File: src/design/teb_pkg.sv
// shared types and constants of the trigger-aligned event builder
// used by teb_ctrl, teb_dp and the top level
`default_nettype none
package teb_pkg;

  localparam int NUM_CHANNELS = 8;
  localparam int QUEUE_DEPTH  = 16;
  localparam int HANDLE_BITS  = 16;
  localparam int CH_W         = $clog2(NUM_CHANNELS);
  localparam int POS_W        = $clog2(QUEUE_DEPTH);
  localparam int FILL_W       = $clog2(QUEUE_DEPTH + 1);
  localparam int ADDR_W       = CH_W + POS_W;
  localparam int TRIG_W       = 32;
  localparam int CNT_W        = 4;
  localparam int MODE_W       = 2;
  localparam int SLOT_W       = TRIG_W + HANDLE_BITS;
  localparam int IN_DATA_W    = 56;
  localparam int OUT_DATA_W   = 56;
  localparam int CFG_ADDR_W   = 3;

  localparam logic [MODE_W-1:0] MODE_RECEIVE    = 2'd0;
  localparam logic [MODE_W-1:0] MODE_CONNECT    = 2'd1;
  localparam logic [MODE_W-1:0] MODE_DISCONNECT = 2'd2;

  localparam logic [0:0] REG_MIN_SUB = 1'b0;

  typedef struct packed {
    logic            capture;
    logic            set_member;
    logic            push;
    logic            do_connect;
    logic            do_disconnect;
    logic            load_ovf;
    logic            scan_clear;
    logic            rd;
    logic            eval;
    logic            pop;
    logic            emit;
    logic            cleanup;
    logic [CH_W-1:0] chan;
  } cmd_t;

  typedef struct packed {
    logic [MODE_W-1:0] mode;
    logic              full;
    logic              any_empty;
    logic              match;
    logic              emit_ok;
    logic              out_free;
  } status_t;

endpackage
`default_nettype wire

File: src/design/teb_ctrl.sv
// controller: decodes an item and sequences the two head scans
// depends on teb_pkg
`default_nettype none
module teb_ctrl (
  input  wire                   clk,
  input  wire                   rst_n,
  input  wire                   in_valid,
  output logic                  in_ready,
  input  wire  teb_pkg::status_t sts,
  output teb_pkg::cmd_t         cmd
);

  typedef enum logic [3:0] {
    ST_IDLE, ST_DECODE, ST_OVF, ST_CHECK, ST_RD1, ST_EV1, ST_RD2, ST_EV2, ST_CLEAN
  } state_t;

  state_t                    state_r, state_nxt;
  logic [teb_pkg::CH_W-1:0]  chan_r, chan_nxt;
  logic                      last_chan;

  assign last_chan = chan_r == teb_pkg::CH_W'(teb_pkg::NUM_CHANNELS - 1);
  assign in_ready  = state_r == ST_IDLE;

  always_comb begin
    cmd       = '0;
    cmd.chan  = chan_r;
    state_nxt = state_r;
    chan_nxt  = chan_r;
    case (state_r)
      ST_IDLE: begin
        if (in_valid) begin
          cmd.capture = 1'b1;
          state_nxt   = ST_DECODE;
        end
      end
      ST_DECODE: begin
        state_nxt = ST_IDLE;
        case (sts.mode)
          teb_pkg::MODE_RECEIVE: begin
            cmd.set_member = 1'b1;
            if (sts.full) begin
              state_nxt = ST_OVF;
            end else begin
              cmd.push  = 1'b1;
              state_nxt = ST_CHECK;
            end
          end
          teb_pkg::MODE_CONNECT:    cmd.do_connect = 1'b1;
          teb_pkg::MODE_DISCONNECT: cmd.do_disconnect = 1'b1;
          default: ;
        endcase
      end
      ST_OVF: begin
        if (sts.out_free) begin
          cmd.load_ovf = 1'b1;
          state_nxt    = ST_IDLE;
        end
      end
      ST_CHECK: begin
        if (sts.any_empty) begin
          state_nxt = ST_IDLE;
        end else begin
          cmd.scan_clear = 1'b1;
          chan_nxt       = '0;
          state_nxt      = ST_RD1;
        end
      end
      ST_RD1: begin
        cmd.rd    = 1'b1;
        state_nxt = ST_EV1;
      end
      ST_EV1: begin
        cmd.eval  = 1'b1;
        chan_nxt  = last_chan ? '0 : chan_r + teb_pkg::CH_W'(1);
        state_nxt = last_chan ? ST_RD2 : ST_RD1;
      end
      ST_RD2: begin
        cmd.rd    = 1'b1;
        state_nxt = ST_EV2;
      end
      ST_EV2: begin
        if (!(sts.match && sts.emit_ok && !sts.out_free)) begin
          cmd.pop   = sts.match;
          cmd.emit  = sts.match && sts.emit_ok;
          chan_nxt  = last_chan ? '0 : chan_r + teb_pkg::CH_W'(1);
          state_nxt = last_chan ? ST_CLEAN : ST_RD2;
        end
      end
      ST_CLEAN: begin
        cmd.cleanup = 1'b1;
        state_nxt   = ST_IDLE;
      end
      default: state_nxt = ST_IDLE;
    endcase
  end

  always_ff @(posedge clk) begin
    if (!rst_n) begin
      state_r <= ST_IDLE;
      chan_r  <= '0;
    end else begin
      state_r <= state_nxt;
      chan_r  <= chan_nxt;
    end
  end

endmodule
`default_nettype wire

File: config.mk
export PLATFORM = sky130hd
export DESIGN_NAME = teb_ctrl
export DESIGN_NICKNAME = d
export VERILOG_FILES = /design/src/design/teb_pkg.sv /design/src/design/teb_ctrl.sv
export SDC_FILE = /design/constraint.sdc
export NUM_CORES = 1
export LEC_CHECK = 0
export BUFFER_PORTS_ARGS = -buffer_cell sky130_fd_sc_hd__buf_2
export CAP_MARGIN = 20
export CORE_AREA = 2 2 42 44
export DETAILED_ROUTE_END_ITERATION = 6
export DIE_AREA = 0 0 44 46
export GPL_ROUTABILITY_DRIVEN = 0
export RECOVER_POWER = 50
export SYNTH_ARGS = -nofsm -noshare
export SYNTH_HDL_FRONTEND = slang
export SYNTH_SLANG_ARGS = --single-unit
File: constraint.sdc
create_clock -name clk -period 1.9 [get_ports clk]
set_input_delay 0.285 -clock clk [delete_from_list [all_inputs] [get_ports clk]]
set_output_delay 0.285 -clock clk [all_outputs]
set_load 0.01 [all_outputs]
# Yosys cells after proc, flatten, opt, wreduce, memory -nomap -nowiden
# Cells that the tools add are included.
dict set report word_totals {
  out_inout_bits 16
  wordCells 56
  register_bits 7
  inputBits 10
}
dict set report op_classes {
  addsub 1
  n_eq_ne 15
  reduce_logical 9
  n_mux 29
}
# cell count
set ops {}
lappend ops {{$pmux W4 S8} 1}
lappend ops {{$mux W4} 6}
lappend ops {{$eq A4 B3 Y1 const B} 4}
lappend ops {{$mux W1} 13}
lappend ops {{$mux W3} 4}
lappend ops {{$pmux W3 S3} 1}
lappend ops {{$eq A4 B2 Y1 const B} 2}
lappend ops {{$mux W2} 4}
lappend ops {{$ne A2 B2 Y1 const B} 4}
lappend ops {{$reduce_and A3 Y1} 2}
lappend ops {{$eq A4 B1 Y1 const B} 1}
lappend ops {{$eq A4 B4 Y1 const B} 1}
lappend ops {{$logic_not A4 Y1} 1}
lappend ops {{$add A3 B1 Y3 const B} 1}
lappend ops {{$eq A3 B3 Y1 const B} 1}
lappend ops {{$reduce_bool A3 Y1} 1}
lappend ops {{$eq A2 B1 Y1 const B} 1}
lappend ops {{$eq A2 B2 Y1 const B} 1}
lappend ops {{$logic_and A1 B1 Y1} 2}
lappend ops {{$logic_not A2 Y1} 1}
lappend ops {{$reduce_or A2 Y1} 1}
lappend ops {{$logic_not A1 Y1} 1}

# Longest topological paths before layout
# Gate-level depths: netlist (run 1).
dict set report depth {
  depth_word 4
  mapped_depth 6
  depth_no_buf 6
}

# Worst setup path before layout (run 1)
# OpenSTA, ideal clock, no wires.
dict set report synth_path {
  path_kind {reg-to-output}
  from {register state_r[1]}
  to {output cmd[11] (netlist bit)}
  stages_incl_launch_ff 4
  path_buffers 1
  arrival_time_ns 1.286
  path_slack_ns 0.329
  t_required_ns 1.615
  path_cell_list {dfxtp_1 -> buf_6 -> or4b_4 -> nor3b_1}
}
# item line
set synth_lines {}
lappend synth_lines {{start: declaration} teb_ctrl.sv:17} ;# state_t state_r, state_nxt;
lappend synth_lines {{start signal: assignment} teb_ctrl.sv:102} ;# state_r <= state_nxt;
lappend synth_lines {{end: declaration} teb_ctrl.sv:10} ;# output teb_pkg::cmd_t cmd

==> out/qor.json, run 1 <==
{
  "placed_design": {
    "port_buffers": 25,
    "place_worst_setup_slack_ns": 0.2545,
    "hpwl_after_dpl_um": 1096
  },
  "critical_path": {
    "critical_path.startpoint": "state_r[2]",
    "cp.depth": 3,
    "timing.critical_path.arrival_ns": 1.53,
    "cp.required_ns": 1.62,
    "timing.critical_path.fanout_max": 12,
    "regToRegStartpoint": "state_r[1]",
    "crit_path_end_kind": "output port",
    "critPathLaunchType": "flop",
    "crit_end": "cmd[10]",
    "rr_endpoint": "chan_r[0]",
    "reg2reg_depth": 5,
    "critical_path_s_top_delay_family": "simple AND/OR/NAND/NOR gates",
    "critical_path.cell_chain": "or4b_4 -> nor3b_1 -> buf_2",
    "reg2reg_slack_ns": 0.33,
    "crit_slowest_cell": "sky130_fd_sc_hd__or4b_4",
    "count_of_buffer_and_inverter_cells_on_the_critical_path": 1,
    "critical_path.max_stage_delay_ns": 0.57,
    "critPathKind": "reg2out"
  },
  "floorplanning": {
    "chipWidth_um": 44,
    "fp.dieH_um": 46,
    "floorplan.io_pins": 26,
    "core_area_mm2": 0.001614,
    "start_util_pct": 32.09,
    "core.rowCount": 15,
    "die_area_mm2": 0.002024
  },
  "hold_path": {
    "hp-class": "in2reg"
  },
  "global_routing": {
    "grt_start_max_net_pins": 13,
    "track_usage_pct": 15.35,
    "overflow": 0,
    "grt_pass1_vias": 540,
    "global_route_wire_length_before_repair_um": 2283,
    "grt_antenna_before_repair": 0
  },
  "detailed_routing": {
    "routed.top_layer": "met4",
    "route.met3.wl_um": 95,
    "via_per_inst": 5.268,
    "route.met2.wl_um": 629,
    "drt_iter0_markers": 11,
    "wirelength_routed_um": 1368,
    "detail_route.wl_per_cell_um": 12.21,
    "drtPass1Iterations": 4,
    "drt-met1-wl_um": 620,
    "route.detailed.drc": 0,
    "detail-route-antenna-nets": 0,
    "vias": 590
  },
  "sta": {
    "finalCriticalPeriod_ns": 1.819,
    "clock-skew-final_ns": 0.001658,
    "max_slew_margin_pct": 67.37,
    "whs_ns": 0.3700,
    "setup_ws_ns": 0.08140,
    "report.final.slew_viol_count": 0,
    "hold_violations": 0,
    "worst_slew_pin_slew_ns": 0.4833,
    "setup_viol": 0,
    "finalSetupTns_ns": 0,
    "rsz0062_at_grt": "false",
    "period_share_pct": 95.72,
    "max_freq_ghz": 0.5499
  },
  "synth": {
    "synth-edff-count": 0,
    "postSynth.asyncResetShare_pct": 0,
    "synth_top_area_share_pct": 27.05,
    "synth-seq-cells": 7,
    "synth_top_area_cell": "sky130_fd_sc_hd__dfxtp_1",
    "synth_top_cells_by_area": "sky130_fd_sc_hd__dfxtp_1 (27%), sky130_fd_sc_hd__nand2_1 (6.5%), sky130_fd_sc_hd__ha_1 (4.8%)",
    "post_synth_instance_area_um2": 518.0,
    "synth.avg_cell_area_um2": 7.731,
    "synth_cells": 67,
    "syn-num-nets": 79,
    "yosys.cell_count.top_type": "sky130_fd_sc_hd__nand2_1",
    "synthTopCellsByCount": "sky130_fd_sc_hd__nand2_1 (9), sky130_fd_sc_hd__dfxtp_1 (7), sky130_fd_sc_hd__nor2_1 (5)",
    "number_of_synthesis_warnings": 0,
    "postSynth.topFlopCell": "sky130_fd_sc_hd__dfxtp_1",
    "synth_seq_area_share_pct": 27.05,
    "post_synth_num_cell_types": 31
  },
  "clock_network": {
    "clock_tree.buffer_depth": 2,
    "numCtsBuffers": 3,
    "path_clk_slew_ns": 0.05,
    "cts_max_level": 1,
    "cts_tree": "done",
    "cts.root.buffer_cell": "sky130_fd_sc_hd__clkbuf_4",
    "clk_latency_ns": 0.25,
    "post_cts_hold_buffer_count": 0,
    "post_cts_buffers": 0,
    "cts.sink_count": 7
  },
  "final_layout": {
    "final-seq-area_um2": 143.9,
    "fill_cells": 190,
    "antenna_cells": 0,
    "post_route_cells_drive_above_1_share_pct": 31.58,
    "multi_input_comb_area_um2": 344.1,
    "syn2layout_area_growth_pct": 32.85,
    "layout.core_utilization_pct": 42.64,
    "num-nets-final": 108
  },
  "power": {
    "fin_total_pwr_mw": 0.3513,
    "power_density_mw_per_mm2": 510.4,
    "power_leakage_nw": 0.2993,
    "worst_case_vdd_ir_drop_v": 0.0003541
  },
  "outcome": {
    "run_status": "finished, final reports clean"
  },
  "flow_run": {
    "maxCapViolCount": 0
  }
}
==> cell usage in the layout (no fill, tap or decap), types with 2 or more instances in the layout <==
cell type,n
sky130_fd_sc_hd__and4_1,2
sky130_fd_sc_hd__buf_2,20
sky130_fd_sc_hd__buf_4,2
sky130_fd_sc_hd__clkbuf_1,7
sky130_fd_sc_hd__clkbuf_4,3
sky130_fd_sc_hd__dfxtp_1,6
sky130_fd_sc_hd__ha_1,2
sky130_fd_sc_hd__inv_1,4
sky130_fd_sc_hd__nand2_1,9
sky130_fd_sc_hd__nand2b_1,3
sky130_fd_sc_hd__nor2_1,5
sky130_fd_sc_hd__nor3b_1,2
sky130_fd_sc_hd__nor4_1,4
sky130_fd_sc_hd__o21ai_0,4
sky130_fd_sc_hd__o22ai_1,3
==> worst min path at each step <==
stage / start / endpoint / slack, ns / cells after the start
after floorplan: chan_r[2] / chan_r[2] / 0.51 / 2
after global placement: chan_r[2] / chan_r[2] / 0.47 / 2
after detailed placement: chan_r[2] / chan_r[2] / 0.48 / 2
after CTS: rst_n / state_r[1] / 0.35 / 2
after global routing: rst_n / state_r[1] / 0.37 / 2
final: rst_n / state_r[1] / 0.37 / 2
==> final cells by class <==
cell class,count,area share [%]
Multi-Input combinational cell,52,50.00
Sequential cell,7,20.91
Timing Repair Buffer,28,20.00
Clock buffer,4,3.818
Tap cell,17,3.091
Inverter,4,2.182
==> per-stage QoR <==
stage                     instances  area (µm²)
after global placement          108       663.1
after detailed placement        108       663.1
after global routing            112       688.2
after floorplan                  67       518.0
after CTS                       112       690.7
final                           112       688.2
==> logic make-up after synthesis <==
| kind of cell | count (synthesis) | share of synthesized area, % |
|---|---|---|
| adder cells (fa/ha/maj) | 2 | 4.830 |
| buffers and inverters | 8 | 7.487 |
| AND/OR/NAND/NOR | 36 | 43.24 |
| AO/OA/AOI/OAI | 14 | 17.39 |
| flip-flops | 7 | 27.05 |
==> worst register-to-register path: stages, from the launching register on <==
cell and delay (ns):
sky130_fd_sc_hd__dfxtp_1 0.35, sky130_fd_sc_hd__clkbuf_1 0.30, sky130_fd_sc_hd__inv_1 0.11, sky130_fd_sc_hd__o2111ai_1 0.39, sky130_fd_sc_hd__nand2b_1 0.17, sky130_fd_sc_hd__o22ai_1 0.18
==> report_power, final <==
group / total (mW) / switching (mW) / internal (mW)
Combinational: 0.0658 / 0.0374 / 0.0284
Sequential: 0.150 / 0.00167 / 0.148
Clock: 0.135 / 0.0553 / 0.0802
Total: 0.351 / 0.0944 / 0.257
==> state kept, by name (all words and copies together), names as in the netlist <==
register / cells
chan_r: 3
state_r: 4
==> repair_timing <==
item                                    4_1_cts  5_1_grt
pin swaps                                     0        1
endpoints found under the setup margin        3        2
gates resized for setup                       1        2
==> layer usage <==
| metal | vias to the layer above | track usage [%] |
|---|---|---|
| li1 | 307 | - |
| met1 | 258 | 19.52 |
| met2 | 23 | 26.18 |
| met3 | 2 | 2.381 |
| met4 | 0 | 5.455 |
| met5 | - | 0 |
No activity file was read; power rests on OpenSTA's default activity.
==> run 2, diff against run 1 <==
--- a/config.mk
+++ b/config.mk
@@ -8,6 +8,7 @@
 export BUFFER_PORTS_ARGS = -buffer_cell sky130_fd_sc_hd__buf_2
 export CAP_MARGIN = 20
 export CORE_AREA = 2 2 42 44
+export CTS_BUF_LIST = sky130_fd_sc_hd__clkbuf_8
 export DETAILED_ROUTE_END_ITERATION = 6
 export DIE_AREA = 0 0 44 46
 export GPL_ROUTABILITY_DRIVEN = 0
==> run 2 against run 1 <==
Cell count stayed put. Hold slack better by 0.024 ns. Combinational power is 2% lower. Utilization is 0.47 points higher. Setup slack worse by 0.020 ns. Sequential power hardly changed. Highest routed layer unchanged.
==> out/qor.json, run 2 (synthesis results as in run 1) <==
{
  "outcome": {
    "run_status": "finished, final reports clean"
  },
  "sta": {
    "finalSetupTns": {"value": 0, "unit": "ns", "change": "unchanged"},
    "clock-skew-final": {"value": 0.003217, "unit": "ns", "change": "+0.001559 ns"},
    "worst_slew_pin_slew": {"value": 0.4509, "unit": "ns", "change": "-0.03235 ns"},
    "period_share": {"value": 96.78, "unit": "%", "change": "+1.1 points"},
    "max_freq": {"value": 0.5438, "unit": "GHz", "change": "-1.1%"},
    "report.final.slew_viol_count": {"value": 0, "change": "unchanged"},
    "rsz0062_at_grt": "false",
    "max_slew_margin": {"value": 69.56, "unit": "%", "change": "+2.2 points"},
    "hold_violations": {"value": 0, "change": "unchanged"},
    "setup_viol": {"value": 0, "change": "unchanged"},
    "finalCriticalPeriod": {"value": 1.839, "unit": "ns", "change": "+0.02017 ns"}
  },
  "detailed_routing": {
    "route.detailed.drc": {"value": 0, "change": "unchanged"},
    "wirelength_routed": {"value": 1401, "unit": "µm", "change": "+2.4%"},
    "via_per_inst": {"value": 5.277, "change": "+0.17%"},
    "detail_route.wl_per_cell": {"value": 12.51, "unit": "µm", "change": "+2.4%"},
    "vias": {"value": 591, "change": "+0.17%"},
    "drt_iter0_markers": {"value": 13, "change": "+2"},
    "drtPass1Iterations": {"value": 4, "change": "unchanged"},
    "detail-route-antenna-nets": {"value": 0, "change": "unchanged"}
  },
  "floorplanning": {
    "core.rowCount": {"value": 15, "change": "unchanged"},
    "start_util": {"value": 32.09, "unit": "%", "change": "unchanged"},
    "core_area": {"value": 0.001614, "unit": "mm²", "change": "unchanged"},
    "fp.dieH": {"value": 46, "unit": "µm", "change": "unchanged"},
    "die_area": {"value": 0.002024, "unit": "mm²", "change": "unchanged"},
    "chipWidth": {"value": 44, "unit": "µm", "change": "unchanged"},
    "floorplan.io_pins": {"value": 26, "change": "unchanged"}
  },
  "final_layout": {
    "reg.largest.list": "state_r: 4 flops, chan_r: 3 flops",
    "post_route_cells_drive_above_1_share": {"value": 29.47, "unit": "%", "change": "-2.1 points"},
    "fill_cells": {"value": 186, "change": "-2.1%"},
    "final-seq-area": {"value": 141.4, "unit": "µm²", "change": "-1.7%"},
    "antenna_cells": {"value": 0, "change": "unchanged"},
    "registers.top_by_ff_count": "state_r",
    "layout.cells.most_common": "sky130_fd_sc_hd__buf_2",
    "multi_input_comb_area": {"value": 339.1, "unit": "µm²", "change": "-1.5%"},
    "finish.instance_area": {"value": 695.7, "unit": "µm²", "change": "+1.1%"},
    "largest_register_ff_count": {"value": 4, "change": "unchanged"},
    "highest_count_cells_in_the_layout_ignoring_fill_and_taps": "sky130_fd_sc_hd__buf_2 (20), sky130_fd_sc_hd__nand2_1 (9), sky130_fd_sc_hd__clkbuf_1 (7), sky130_fd_sc_hd__dfxtp_1 (6)",
    "syn2layout_area_growth_pct": 34.30,
    "num-nets-final": {"value": 108, "change": "unchanged"}
  },
  "global_routing": {
    "grt_antenna_before_repair": {"value": 0, "change": "unchanged"},
    "grt_pass1_vias": {"value": 565, "change": "+4.6%"},
    "overflow": {"value": 0, "change": "unchanged"},
    "grt_start_max_net_pins": {"value": 13, "change": "unchanged"},
    "global_route_wire_length_before_repair": {"value": 2394, "unit": "µm", "change": "+4.9%"},
    "track_usage": {"value": 16.25, "unit": "%", "change": "+0.91 points"}
  },
  "clock_network": {
    "cts.root.buffer_cell": "sky130_fd_sc_hd__clkbuf_8",
    "clk_latency": {"value": 0.23, "unit": "ns", "change": "-0.02 ns"},
    "clock_tree.buffer_depth": {"value": 2, "change": "unchanged"},
    "numCtsBuffers": {"value": 3, "change": "unchanged"},
    "cts_tree": "done",
    "cts.sink_count": {"value": 7, "change": "unchanged"},
    "path_clk_slew": {"value": 0.04, "unit": "ns", "change": "about the same"},
    "cts_max_level": {"value": 1, "change": "unchanged"}
  },
  "hold_path": {
    "hp-class": "in2reg",
    "hold_path.startpoint": "rst_n",
    "hold-path-cell-count": {"value": 2, "change": "unchanged"}
  },
  "critical_path": {
    "critPathLaunchType": "flop",
    "regToRegStartpoint": "state_r[1]",
    "critPathKind": "reg2out",
    "reg2reg_depth": {"value": 5, "change": "unchanged"},
    "critical_path.startpoint": "state_r[2]",
    "cp.required": {"value": 1.62, "unit": "ns", "change": "about the same"},
    "timing.critical_path.fanout_max": {"value": 12, "change": "unchanged"},
    "crit_path_end_kind": "output port",
    "timing.critical_path.arrival": {"value": 1.55, "unit": "ns", "change": "+0.02 ns"}
  },
  "flow_run": {
    "maxCapViolCount": {"value": 0, "change": "unchanged"}
  },
  "placed_design": {
    "port_buffers": {"value": 25, "change": "unchanged"},
    "placed_standard_cell_area": {"value": 663.1, "unit": "µm²", "change": "unchanged"},
    "hpwl_after_dpl": {"value": 1096, "unit": "µm", "change": "unchanged"}
  },
  "power": {
    "power_density": {"value": 604.7, "unit": "mW/mm²", "change": "+18%"},
    "worst_case_vdd_ir_drop": {"value": 0.0002732, "unit": "V", "change": "-23%"},
    "power_leakage": {"value": 0.3052, "unit": "nW", "change": "+2.0%"}
  }
}
==> run 2: area by class of cell <==
type / count / area share, %
clock inverter: 1 / 0.5396
clock buffer: 3 / 5.935
timing repair buffer: 28 / 19.24
tap: 17 / 3.058
sequential: 7 / 20.32
multi-input combinational: 52 / 48.74
inverter: 4 / 2.158
==> run 2: final timing paths <==
| path | slack (ns) | endpoint |
|---|---|---|
| worst max-delay path | 0.06 | cmd[11] |
| worst min-delay path | 0.39 | state_r[1] |
| worst min register to register | 0.49 | chan_r[2] |
| worst max register to register | 0.36 | chan_r[0] |
==> run 2: per-layer routing <==
metal  wire (µm)  track usage (%)
met5           0                0
met4           4            9.091
met3          90            2.381
met2         695            27.65
met1         610            19.52
==> run 2: repair_timing <==
item | CTS | global route
hold buffers | 0 | 0
resized for setup | 1 | 0
buffers inserted | 0 | 0
endpoints found under the setup margin | 1 | 0
==> run 2: through the flow <==
| stage | instances | setup slack, ns | utilization, % | power (mW) | hold slack, ns |
|---|---|---|---|---|---|
| after global placement | 108 | 0.2657 | 41.09 | 0.2182 | 0.4733 |
| final | 112 | 0.06123 | 43.10 | 0.4207 | 0.3945 |
| after global routing | 112 | 0.003113 | 43.10 | 0.4422 | 0.3965 |
| after CTS | 112 | 0.05370 | 43.95 | 0.4303 | 0.3863 |
| after floorplan | 67 | 0.3293 | - | 0.1915 | 0.5063 |
| after detailed placement | 108 | 0.2545 | 41.09 | 0.2195 | 0.4803 |
==> run 2: worst max-delay path: stages (launching register included) <==
cell and delay, ns:
sky130_fd_sc_hd__dfxtp_2 0.37, sky130_fd_sc_hd__or4b_4 0.59, sky130_fd_sc_hd__nor3b_1 0.21, sky130_fd_sc_hd__buf_2 0.16
==> run 2: power by group <==
part	switching, mW	leakage, nW	internal, mW
combinational	0.0367	0.221	0.0278
clock	0.0645	0.0269	0.140
sequential	0.00154	0.0572	0.150
==> run 3, diff against run 2 <==
--- a/config.mk
+++ b/config.mk
@@ -5,12 +5,13 @@
 export SDC_FILE = /design/constraint.sdc
 export NUM_CORES = 1
 export LEC_CHECK = 0
+export ABC_AREA = 1
 export BUFFER_PORTS_ARGS = -buffer_cell sky130_fd_sc_hd__buf_2
 export CAP_MARGIN = 20
-export CORE_AREA = 2 2 42 44
+export CORE_AREA = 2 2 44 46
 export CTS_BUF_LIST = sky130_fd_sc_hd__clkbuf_8
 export DETAILED_ROUTE_END_ITERATION = 6
-export DIE_AREA = 0 0 44 46
+export DIE_AREA = 0 0 46 48
 export GPL_ROUTABILITY_DRIVEN = 0
 export RECOVER_POWER = 50
 export SYNTH_ARGS = -nofsm -noshare
==> constraint.sdc (replaced) <==
create_clock -name clk -period 2.13 [get_ports clk]
set_input_delay 0.3195 -clock clk [delete_from_list [all_inputs] [get_ports clk]]
set_output_delay 0.3195 -clock clk [all_outputs]
set_load 0.01 [all_outputs]
==> run 3 against run 2 <==
Utilization decreased by 0.43 points. Wire length decreased by 4.3%. Sequential cell count unchanged. Clock power decreased by 8%. Largest cell class unchanged. Non-clock buffer count decreased by 3. Via count increased by 4.7%. Count of clock-buffer cells in the layout unchanged.
==> out/qor.json, run 3 <==
{
  "critical_path": {
    "critical_path_s_top_delay_family": "flip-flops",
    "cp.required": {"value": 1.81, "unit": "ns", "change": "+0.19 ns"},
    "critical_path.cell_chain": "inv_1 -> nor2_2 -> nand2_2 -> nor3_1 -> buf_2",
    "crit_slowest_cell": "sky130_fd_sc_hd__dfxtp_1",
    "crit_path_end_kind": "output port",
    "count_of_buffer_and_inverter_cells_on_the_critical_path": {"value": 2, "change": "+1"},
    "critPathKind": "reg2out",
    "timing.critical_path.fanout_max": {"value": 9, "change": "-3"},
    "timing.critical_path.arrival": {"value": 1.33, "unit": "ns", "change": "-0.22 ns"},
    "critPathLaunchType": "flop",
    "critical_path.max_stage_delay": {"value": 0.48, "unit": "ns", "change": "-0.11 ns"}
  },
  "clock_network": {
    "post_cts_hold_buffer_count": {"value": 0, "change": "unchanged"},
    "numCtsBuffers": {"value": 3, "change": "unchanged"},
    "cts.sink_count": {"value": 7, "change": "unchanged"},
    "cts_tree": "done",
    "path_clk_slew": {"value": 0.04, "unit": "ns", "change": "about the same"},
    "clock_tree.buffer_depth": {"value": 2, "change": "unchanged"},
    "post_cts_buffers": {"value": 0, "change": "unchanged"},
    "gates_resized_cts_repair": {"value": 0, "change": "-1"},
    "cts_max_level": {"value": 1, "change": "unchanged"},
    "clk_latency": {"value": 0.23, "unit": "ns", "change": "about the same"},
    "cts.root.buffer_cell": "sky130_fd_sc_hd__clkbuf_8"
  },
  "placed_design": {
    "hpwl_after_dpl": {"value": 1096, "unit": "µm", "change": "about the same"},
    "port_buffers": {"value": 25, "change": "unchanged"}
  },
  "synth": {
    "post_synth_num_cell_types": {"value": 18, "change": "-42%"},
    "synth-edff-count": {"value": 0, "change": "unchanged"},
    "synth_seq_area_share": {"value": 24.67, "unit": "%", "change": "-2.4 points"},
    "synth.avg_cell_area": {"value": 6.242, "unit": "µm²", "change": "-19%"},
    "postSynth.topFlopCell": "sky130_fd_sc_hd__dfxtp_1",
    "synth_top_area_share": {"value": 24.67, "unit": "%", "change": "-2.4 points"},
    "synth_top_cells_by_area": "sky130_fd_sc_hd__dfxtp_1 (25%), sky130_fd_sc_hd__nand2_1 (13%), sky130_fd_sc_hd__nor2_1 (8.6%)",
    "yosys.cell_count.top_type": "sky130_fd_sc_hd__nand2_1",
    "post_synth_instance_area": {"value": 568.0, "unit": "µm²", "change": "+9.7%"},
    "synth-seq-cells": {"value": 7, "change": "unchanged"},
    "number_of_synthesis_warnings": {"value": 0, "change": "unchanged"},
    "synth_cells": {"value": 91, "change": "+36%"},
    "postSynth.asyncResetShare": {"value": 0, "unit": "%", "change": "unchanged"},
    "syn-num-nets": {"value": 103, "change": "+30%"},
    "synthTopCellsByCount": "sky130_fd_sc_hd__nand2_1 (20), sky130_fd_sc_hd__nor2_1 (13), sky130_fd_sc_hd__inv_1 (11)",
    "synth_top_area_cell": "sky130_fd_sc_hd__dfxtp_1"
  },
  "final_layout": {
    "num-nets-final": {"value": 131, "change": "+21%"},
    "registers.top_by_ff_count": "state_r",
    "antenna_cells": {"value": 0, "change": "unchanged"},
    "highest_count_cells_in_the_layout_ignoring_fill_and_taps": "sky130_fd_sc_hd__buf_2 (22), sky130_fd_sc_hd__nand2_1 (21), sky130_fd_sc_hd__nor2_1 (15), sky130_fd_sc_hd__inv_1 (14)",
    "post_route_cells_drive_above_1_share": {"value": 29.66, "unit": "%", "change": "+0.19 points"},
    "largest_register_ff_count": {"value": 4, "change": "unchanged"},
    "reg.largest.list": "state_r: 4 flops, chan_r: 3 flops",
    "layout.cells.most_common": "sky130_fd_sc_hd__buf_2",
    "syn2layout_area_growth_pct": 26.87
  },
  "detailed_routing": {
    "via_per_inst": {"value": 4.585, "change": "-13%"},
    "detail-route-antenna-nets": {"value": 0, "change": "unchanged"},
    "route.detailed.drc": {"value": 0, "change": "unchanged"},
    "drtPass1Iterations": {"value": 4, "change": "unchanged"},
    "vias": {"value": 619, "change": "+4.7%"},
    "drt_iter0_markers": {"value": 13, "change": "unchanged"},
    "detail_route.wl_per_cell": {"value": 9.933, "unit": "µm", "change": "-21%"},
    "wirelength_routed": {"value": 1341, "unit": "µm", "change": "-4.3%"}
  },
  "power": {
    "combPwrFrac": {"value": 14.3, "unit": "%", "change": "-1.0 points"},
    "power.switching_fraction": {"value": 26.44, "unit": "%", "change": "+2.0 points"},
    "power_frac_seq": {"value": 36.7, "unit": "%", "change": "+0.6 points"},
    "worst_case_vdd_ir_drop": {"value": 0.0002459, "unit": "V", "change": "-10%"},
    "power_leakage": {"value": 0.4138, "unit": "nW", "change": "+36%"},
    "p_int": {"value": 0.2802, "unit": "mW", "change": "-12%"},
    "power.net_switching": {"value": 0.1007, "unit": "mW", "change": "-2.0%"},
    "power_density": {"value": 528.6, "unit": "mW/mm²", "change": "-13%"},
    "fin_total_pwr": {"value": 0.3810, "unit": "mW", "change": "-9.4%"},
    "proportion_of_power_drawn_by_the_clock_network": {"value": 49.0, "unit": "%", "change": "+0.5 points"}
  },
  "floorplanning": {
    "die_area": {"value": 0.002208, "unit": "mm²", "change": "+9.1%"},
    "floorplan.io_pins": {"value": 26, "change": "unchanged"},
    "chipWidth": {"value": 46, "unit": "µm", "change": "+4.5%"},
    "core_area": {"value": 0.001689, "unit": "mm²", "change": "+4.7%"},
    "fp.dieH": {"value": 48, "unit": "µm", "change": "+4.3%"},
    "core.rowCount": {"value": 15, "change": "unchanged"},
    "start_util": {"value": 33.63, "unit": "%", "change": "+1.5 points"}
  },
  "sta": {
    "report.final.slew_viol_count": {"value": 0, "change": "unchanged"},
    "finalCriticalPeriod_ns": 1.654,
    "rsz0062_at_grt": "false",
    "max_slew_margin": {"value": 80.08, "unit": "%", "change": "+11 points"},
    "max_freq_ghz": 0.6047,
    "clock-skew-final": {"value": 0.001642, "unit": "ns", "change": "-0.001575 ns"},
    "hold_violations": {"value": 0, "change": "unchanged"},
    "period_share_pct": 77.64,
    "setup_viol": {"value": 0, "change": "unchanged"},
    "worst_slew_pin_slew": {"value": 0.2983, "unit": "ns", "change": "-0.1526 ns"},
    "finalSetupTns": {"value": 0, "unit": "ns", "change": "unchanged"}
  },
  "outcome": {
    "run_status": "finished, final reports clean"
  },
  "global_routing": {
    "overflow": {"value": 0, "change": "unchanged"},
    "grt_start_max_net_pins": {"value": 10, "change": "-3"},
    "grt_pass1_vias": {"value": 491, "change": "-13%"},
    "grt_antenna_before_repair": {"value": 0, "change": "unchanged"},
    "global_route_wire_length_before_repair": {"value": 2049, "unit": "µm", "change": "-14%"},
    "track_usage": {"value": 13.60, "unit": "%", "change": "-2.7 points"}
  },
  "hold_path": {
    "hp-class": "in2reg"
  },
  "flow_run": {
    "maxCapViolCount": {"value": 0, "change": "unchanged"}
  }
}
==> run 3: power by group through the flow <==
stage	Sequential, mW	Clock [mW]	Combinational (mW)
detailed placement	0.142	0	0.0551
global placement	0.142	0	0.0544
global route	0.141	0.206	0.0619
floorplan	0.137	0	0.0435
CTS	0.140	0.196	0.0554
finish	0.140	0.187	0.0545
==> run 3: routing by layer <==
metal	global-route usage [%]	up-vias	share of wire (%)	routed length, µm
li1	-	342	-	-
met1	17.23	257	45	604
met2	20.56	18	48	639
met3	3.396	2	5.5	74
met4	8.571	0	1.6	22
met5	0	-	0	0
==> run 3: worst paths after layout <==
check,depth (start not counted),startpoint,end,slack [ns]
setup reg to reg,7,state_r[0],chan_r[1],0.73
hold reg to reg,2,chan_r[1],chan_r[1],0.48
setup / recovery,5,state_r[0],cmd[11],0.48
hold / removal,3,rst_n,state_r[0],0.40
==> run 3: kinds of logic after synthesis <==
group | Yosys count | share of synthesized area, %
adder cells (fa/ha/maj) | 2 | 4.405
buffers and inverters | 17 | 13.88
AND/OR/NAND/NOR | 60 | 52.42
flip-flops | 7 | 24.67
AO/OA/AOI/OAI | 5 | 4.626
==> run 3: tightest hold or removal path: stages <==
cell and delay, ns:
sky130_fd_sc_hd__buf_2 0.07, sky130_fd_sc_hd__inv_1 0.09, sky130_fd_sc_hd__nor2_1 0.11
==> run 3: final cells by class <==
| type | count | area (µm²) |
|---|---|---|
| Multi-Input combinational cell | 67 | 336.6 |
| Inverter | 15 | 56.30 |
| Sequential cell | 7 | 140.1 |
| Timing Repair Buffer | 25 | 121.4 |
| Clock buffer | 3 | 41.29 |
| Clock inverter | 1 | 3.754 |
| Tap cell | 17 | 21.27 |
| Fill cell | 195 | 968.4 |
==> run 3: through the flow <==
step | instance area (µm²) | cells | hold slack [ns] | setup slack [ns] | utilization (%)
2_1_floorplan | 568.0 | 91 | 0.5024 | 0.8917 | -
3_3_place_gp | 691.9 | 131 | 0.4695 | 0.7666 | 40.96
3_5_place_dp | 691.9 | 131 | 0.4819 | 0.7437 | 40.96
4_1_cts | 737.0 | 135 | 0.3939 | 0.4873 | 43.63
5_1_grt | 720.7 | 135 | 0.4501 | 0.2941 | 42.67
6_report | 720.7 | 135 | 0.3994 | 0.4763 | 42.67
